$ cat config.mk
export PLATFORM = sky130hd
export DESIGN_NAME = float_half_converter
export DESIGN_NICKNAME = d
export VERILOG_FILES = /design/src/rtl/core/fhc_pkg.sv /design/src/rtl/core/fhc_convert.sv /design/src/rtl/core/float_half_converter.sv
export VERILOG_INCLUDE_DIRS = /design/src /design/src/rtl/core
export SDC_FILE = /design/constraint.sdc
export NUM_CORES = 1
export LEC_CHECK = 0
export BUFFER_PORTS_ARGS = -buffer_cell sky130_fd_sc_hd__buf_2
export CAP_MARGIN = 20
export CORE_MARGIN = 10
export CORE_UTILIZATION = 57
export DETAILED_ROUTE_END_ITERATION = 12
export GPL_TIMING_DRIVEN = 0
export HOLD_SLACK_MARGIN = 0.08
export PLACE_DENSITY = 0.84
export SYNTH_ARGS = -nofsm -noshare
export SYNTH_HDL_FRONTEND = slang
export SYNTH_SLANG_ARGS = --single-unit
$ cat constraint.sdc
create_clock -name clk -period 5.1 [get_ports clk]
set_input_delay 0.51 -clock clk [delete_from_list [all_inputs] [get_ports clk]]
set_output_delay 0.51 -clock clk [all_outputs]
set_load 0.01 [all_outputs]
$ cat src/rtl/core/float_half_converter_assert.svh
// Assertion macros shared by the converter RTL
`ifndef FLOAT_HALF_CONVERTER_ASSERT_SVH
`define FLOAT_HALF_CONVERTER_ASSERT_SVH
// Implication checked at every clock edge outside reset
`define FHC_ASSERT_IMP(label, clk, rst_n, a, b, msg) \
    label: assert property (@(posedge clk) disable iff (!rst_n) (a) |-> (b)) else $error(msg);
// Next-cycle implication checked outside reset
`define FHC_ASSERT_NEXT(label, clk, rst_n, a, b, msg) \
    label: assert property (@(posedge clk) disable iff (!rst_n) (a) |=> (b)) else $error(msg);
`endif

$ cat src/rtl/core/fhc_pkg.sv
// Package with constants for the float/half converter
package fhc_pkg;
    localparam logic OP_TO_HALF  = 1'b0;
    localparam logic OP_TO_FLOAT = 1'b1;
    localparam logic [7:0] F32_EXP_ALL_ONES = 8'hFF;
    localparam logic [7:0] F32_EXP_HALF_INF = 8'd143;
    localparam logic [7:0] HALF_BIAS_DIFF   = 8'd112;
    localparam logic [4:0] HALF_EXP_MAX     = 5'h1F;
    localparam logic [12:0] F32_ROUND_BITS  = 13'h1FFF;
endpackage

$ cat src/rtl/core/fhc_convert.sv
// Combinational conversion between binary32 and binary16 patterns
module fhc_convert (
    input  logic        op,
    input  logic [31:0] operand,
    output logic [31:0] result
);
    import fhc_pkg::*;

    logic [30:0] mag;
    logic [30:0] mag_rnd;
    logic [7:0]  exp_rnd;
    logic [15:0] half;
    logic [31:0] flt;
    logic [7:0]  fexp;

    // float to half: round magnitude away from zero, then pack
    always_comb
    begin
        mag = operand[30:0];
        if (mag[12:0] != 13'd0)
            mag_rnd = {mag[30:13], F32_ROUND_BITS} + 31'd1;
        else
            mag_rnd = mag;
        exp_rnd = mag_rnd[30:23];
        if (mag[30:23] == F32_EXP_ALL_ONES || exp_rnd >= F32_EXP_HALF_INF)
            half = {operand[31], HALF_EXP_MAX, 10'd0};
        else if (exp_rnd <= HALF_BIAS_DIFF)
            half = {operand[31], 15'd0};
        else
            half = {operand[31], 5'(exp_rnd - HALF_BIAS_DIFF), mag_rnd[22:13]};
    end

    // half to float: rebias, widen mantissa
    always_comb
    begin
        fexp = (operand[14:10] == HALF_EXP_MAX) ? F32_EXP_ALL_ONES
             : {3'd0, operand[14:10]} + HALF_BIAS_DIFF;
        if (operand[14:0] == 15'd0)
            flt = {operand[15], 31'd0};
        else
            flt = {operand[15], fexp, operand[9:0], 13'd0};
    end

    assign result = (op == OP_TO_FLOAT) ? flt : {16'd0, half};
endmodule

$ cat src/rtl/core/float_half_converter.sv
// Top level: registered float32/half converter
// Path: a request is captured in the input register and its result in the result register.
// Throughput: one item per cycle; busy is always low, and the receiver cannot stall.
// The conversion logic lies between the input and result registers.
// Reset (rst_n, asynchronous, active low) clears the strobe pipeline.
module float_half_converter (
    input  logic        clk,
    input  logic        rst_n,
    input  logic        start,
    output logic        busy,
    input  logic        op,
    input  logic [31:0] operand,
    output logic        done,
    output logic [31:0] result
);
    import fhc_pkg::*;
    `include "float_half_converter_assert.svh"

    logic        op_reg;
    logic [31:0] operand_reg;
    logic        vld_reg;
    logic        done_reg;
    logic [31:0] result_reg;
    logic [31:0] result_next;

    assign busy = 1'b0;

    // input register
    always_ff @(posedge clk or negedge rst_n)
    begin
        if (!rst_n)
            vld_reg <= 1'b0;
        else
            vld_reg <= start;
    end

    always_ff @(posedge clk)
    begin
        if (start)
        begin
            op_reg      <= op;
            operand_reg <= operand;
        end
    end

    fhc_convert u_conv (
        .op      (op_reg),
        .operand (operand_reg),
        .result  (result_next)
    );

    // result register
    always_ff @(posedge clk or negedge rst_n)
    begin
        if (!rst_n)
            done_reg <= 1'b0;
        else
            done_reg <= vld_reg;
    end

    always_ff @(posedge clk)
    begin
        if (vld_reg)
            result_reg <= result_next;
    end

    assign done   = done_reg;
    assign result = result_reg;

    `FHC_ASSERT_NEXT(a_done_follows, clk, rst_n, vld_reg, done_reg, "done missing")
    `FHC_ASSERT_NEXT(a_no_stray_done, clk, rst_n, !vld_reg, !done_reg, "stray done")
    `FHC_ASSERT_IMP(a_half_upper_zero, clk, rst_n, done_reg && !$past(op_reg), result_reg[31:16] == 16'd0, "half result upper bits set")
endmodule
# Word level (Yosys, flattened, before mapping)
# Cells that the tools add are included.
[word_totals]
in_bits = 36
elab_cells = 25
reg_bits = 67
output_inout_bits = 34
[op_classes]
muxes = 6
n_eq_ne = 2
add_sub_neg = 3
n_reduce_logical = 4
magnitude_cmp = 2
bitwise_logic = 1
[ops]
columns = ["op", "n"]
rows = [
  ["$mux 16", 2],
  ["$add 31x1->31 const B", 1],
  ["$mux 31", 1],
  ["$mux 15", 2],
  ["$logic_not 15->1", 1],
  ["$reduce_bool 13->1", 1],
  ["$add 5x7->8 const B", 1],
  ["$eq 8x8->1 const B", 1],
  ["$ge 8x8->1 const B", 1],
  ["$le 8x7->1 const B", 1],
  ["$mux 8", 1],
  ["$eq 5x5->1 const B", 1],
  ["$sub 5x5->5 const B", 1],
  ["$reduce_or 2->1", 1],
  ["$logic_or 1x1->1", 1],
  ["$not 1->1", 1],
]

# Longest topological paths before layout
[logic_depth]
depth_word = 6
mapped_depth = 8
ltp_nobuf = 7

# Cells and area by module
# A second synthesis with hierarchy kept.
[unflattened]
cells_unflattened = 220
hier_area_um2 = 3035.4
[modules_own_cells]
columns = ["mod", "n_inst", "cells_each", "seq_area_each_um2", "area_each_um2"]
rows = [
  ["float_half_converter", 1, 69, 2001.9, 2013.2],
  ["fhc_convert", 1, 151, 0.0, 1022.2],
]

# Worst setup path after synthesis
# OpenSTA, ideal clock, no wires.
[synth_path]
path_type = "register to register"
startpoint = "register operand_reg[13]"
endpoint = "register result_reg[11] (netlist: result[11]) (data pin)"
synth_period_minus_slack_ps = 2461
slack_ps = 2639
arrival_ps = 2314
setup_ps = 147
n_path_buf = 0
required_time_ps = 4953
path_stages_with_launch = 8
path_cell_list = "edfxtp_1 ha_1 and3_1 or4_1 a211oi_2 o221ai_2 a311oi_2 o21bai_1"
[synth_between]
elab_chain_cells = 6
elab_cells_between_ends = 9
classes_between = "add/sub (2); order compare (2); mux (4); reduce/logical (1)"
[synth_lines]
columns = ["item", "line", "source"]
rows = [
  ["from (decl)", "float_half_converter.sv:20", "logic [31:0] operand_reg;"],
  ["from (signal assigned)", "float_half_converter.sv:42", "operand_reg <= operand;"],
  ["$add 31x1->31 (*)", "fhc_convert.sv:21", "mag_rnd = {mag[30:13], F32_ROUND_BITS} + 31'd1;"],
  ["$mux 31 (*)", "fhc_convert.sv:20", "if (mag[12:0] != 13'd0)"],
  ["$le 8x7->1 (tied with other cells)", "fhc_convert.sv:27", "else if (exp_rnd <= HALF_BIAS_DIFF)"],
  ["$mux 15 or $logic_or 1x1->1 (tied branches)", "fhc_convert.sv:27, fhc_convert.sv:25", ""],
  ["$mux 15 (*)", "fhc_convert.sv:25", "if (mag[30:23] == F32_EXP_ALL_ONES || exp_rnd >= F32_EXP_HALF_INF)"],
  ["$mux 16 (*)", "fhc_convert.sv:44", "assign result = (op == OP_TO_FLOAT) ? flt : {16'd0, half};"],
  ["to (signal assigned)", "float_half_converter.sv:64", "result_reg <= result_next;"],
  ["to (decl)", "float_half_converter.sv:23", "logic [31:0] result_reg;"],
]
# Mark *: on every way between the ends. The rest lies on a longest branch, timed or not.
# A chain may end at the register's enable or synchronous reset.

# Final worst setup path
[layout_path]
startpoint = "register operand_reg[13]"
endpoint = "register result_reg[12] (netlist: result[12]) (data pin)"
# The elaborated chain is that of the path after synthesis.

==> metrics <==
die area=8500 sq um; total CTS buffers=9; cts hold-fix bufs=1; area occupied by registers=1940 sq um; grt ovf=0; Reg clk slew, reported paths=0.08 ns; diode count=0; power share of the combinational group=0.113; Final Cell Area=3640 sq um; Post CTS Setup Buffer Count=0; DRT iter0 DRCs=202; PostCTS Resize Cnt=0; total power=1.24 mW; Max-cap violations=0; EDFF count, synth=63; Syn Nets=255; drt drc=0; flops & latches, synth=65; WL final=6130 um; Setup WS post-layout=2.26 ns; worst clock skew=0.0120 ns; row count=26; post-DR vias/cell=5.50; sw frac=0.243; Worst-Margin Slew=0.715 ns; routed metal-1 wirelength=2530 um; Placement Cell Area=3400 sq um; total track usage=0.145; worst endpoint required time=5.28 ns; unrepaired setup endpoints after global routing=no; Synth Flop Type=edfxtp_1; final hold viol count=0; worst slack at placement=2.30 ns; clock root buffer=clkbuf_8; DRT Pass-1 Iters=5; status=finished, final reports clean; Power Density=340 nW/um^2; Psw=0.301 mW; Vias=2058; FMAX=352 MHz; via count of the first global-routing pass=2037; HPWL Detailed=4420 um; worst-path fanout max=7; Setup TNS Final=0 ns; first-pass GRT wire length=9820 um; area of the multi-input gates=937 sq um; DR top layer=met4; Post-Synthesis Cells=218; WP data arrival=3.02 ns; max reg flops=32; clock share of power=0.353; CTS H-tree depth=3; ys async rst share=0.0308; Post-Syn Area=2970 sq um; Final Core Density=0.717; Seq pwr share=0.534; height of the die=92.2 um; initial antenna violation count=0; Worst-Skew Late Latency=0.35 ns; Routed Antenna Nets=0; Initial Util=0.586; Tightest Hold Check Type=in2reg; layout cells sized above 1=0.342; final period utilization=0.557; Setup CP Type=reg2reg; IR drop worst, VDD=0.193 mV; fill cell count=369; Startpoint Class=flip-flop; RD Place Congestion=0.889; final setup vio count=0; syn_area_per_cell=13.6 sq um; P&R area growth vs syn=22.5%; chip width=92.2 um; max-slew violations=0; Top Ports=70; Final #Nets=336; post-synthesis cell type count=52; Critical Path End Type=flip-flop; Cell Int Power=0.938 mW; crit path time final=2.84 ns; DR WL met3=565 um; TritonCTS clock tree=yes; YS warnings=0; register area share after synthesis=0.653; slew margin rel.=0.523; DR WL met2=2960 um; largest net degree at the start of global routing=35; core area=5070 sq um; # port buffers=68; clk buf depth=2; clock sinks=65; P_leak=1.34 nW; drt wl/cell=16.4 um
## cell type report
cell class	instances	share of cell area
sequential	65	0.533
multi-input combinational	136	0.257
timing repair buffer	70	0.104
clock buffer	10	0.0378
tap	70	0.0241
buffer	14	0.0223
clock inverter	6	0.0182
inverter	3	0.00309
## stage by stage
step | instances | hold WS (ns)
2_1_floorplan | 218 | 0.214
3_3_place_gp | 356 | 0.294
3_5_place_dp | 356 | 0.303
4_1_cts | 373 | 0.328
5_1_grt | 374 | 0.327
6_report | 374 | 0.333
## power groups by stage
stage / logic, mW / registers (mW) / clock network, mW
global route: 0.154 / 0.666 / 0.463
finish: 0.140 / 0.662 / 0.438
CTS: 0.135 / 0.664 / 0.441
detailed placement: 0.134 / 0.676 / 0
global placement: 0.132 / 0.674 / 0
floorplan: 0.0647 / 0.684 / 0
## synth_stat cells (all sizes together) (2+ instances only)
cell    number  area share
nor2        10       0.013
nor3         6       0.010
nand3        6       0.010
nand4       12       0.032
mux2i        2      0.0067
a21oi       15       0.025
a31oi        2      0.0063
buf          8       0.020
a211o        2      0.0059
or4          2      0.0051
a221o        2      0.0067
nand2       15       0.019
o211ai       2      0.0067
o21bai       3      0.0076
nor4         8       0.025
dfrtp        2       0.017
and2        13       0.027
clkbuf       6      0.0076
edfxtp      63        0.64
xnor2        7       0.021
xor2         6       0.018
and4         2      0.0059
or3          2      0.0059
inv          3      0.0038
## final timing paths
| kind | endpoint | cells past startpoint | slack [ns] | start |
|---|---|---|---|---|
| max in group asynchronous | done | 2 | 4.50 | rst_n |
| min in group asynchronous | vld_reg | 2 | 0.49 | rst_n |
| hold / removal | operand_reg[9] | 1 | 0.33 | operand[9] |
| setup reg to reg | result[12] | 7 | 2.26 | operand_reg[13] |
| setup / recovery | result[12] | 7 | 2.26 | operand_reg[13] |
| hold reg to reg | result[20] | 1 | 0.55 | operand_reg[7] |
## layer usage
metal | GRT usage | up-vias
met5 | 0 | -
met4 | 0.0784 | 0
met3 | 0.0513 | 9
met2 | 0.231 | 93
met1 | 0.169 | 956
li1 | - | 1000
## critical path, stage by stage, from the launching register on
cell	delay, ns
edfxtp_1	0.51
ha_1	0.34
and3_1	0.24
or4_1	0.54
a211oi_2	0.25
o221ai_2	0.17
a311oi_2	0.46
o21bai_1	0.19
## kinds of logic after synthesis
group | synth area share
and+or+nand+nor | 0.163
DFF | 0.653
AOI/OAI and AO/OA | 0.102
buffers and inverters | 0.0312
xor gates and xnor gates | 0.0383
muxes | 0.00674
adders and majority gates | 0.00421
other | 0.00126
## cells in the final DEF (no fill, tap or decap), drive strengths merged, types with 2 or more instances in the layout
| cell type | n |
|---|---|
| buf | 77 |
| edfxtp | 63 |
| clkbuf | 16 |
| nand2 | 15 |
| a21oi | 15 |
| and2 | 13 |
| nand4 | 12 |
| nor2 | 10 |
| nor4 | 8 |
| xnor2 | 7 |
| nor3 | 6 |
| nand3 | 6 |
| xor2 | 6 |
| inv | 4 |
| o21bai | 3 |
| a211o | 2 |
| and4 | 2 |
| mux2i | 2 |
| or4 | 2 |
| a221o | 2 |
| clkinvlp | 2 |
| dfrtp | 2 |
| or3 | 2 |
| a31oi | 2 |
| o211ai | 2 |
| clkinv | 2 |
Note: power is estimated with default switching activity, not from simulation.
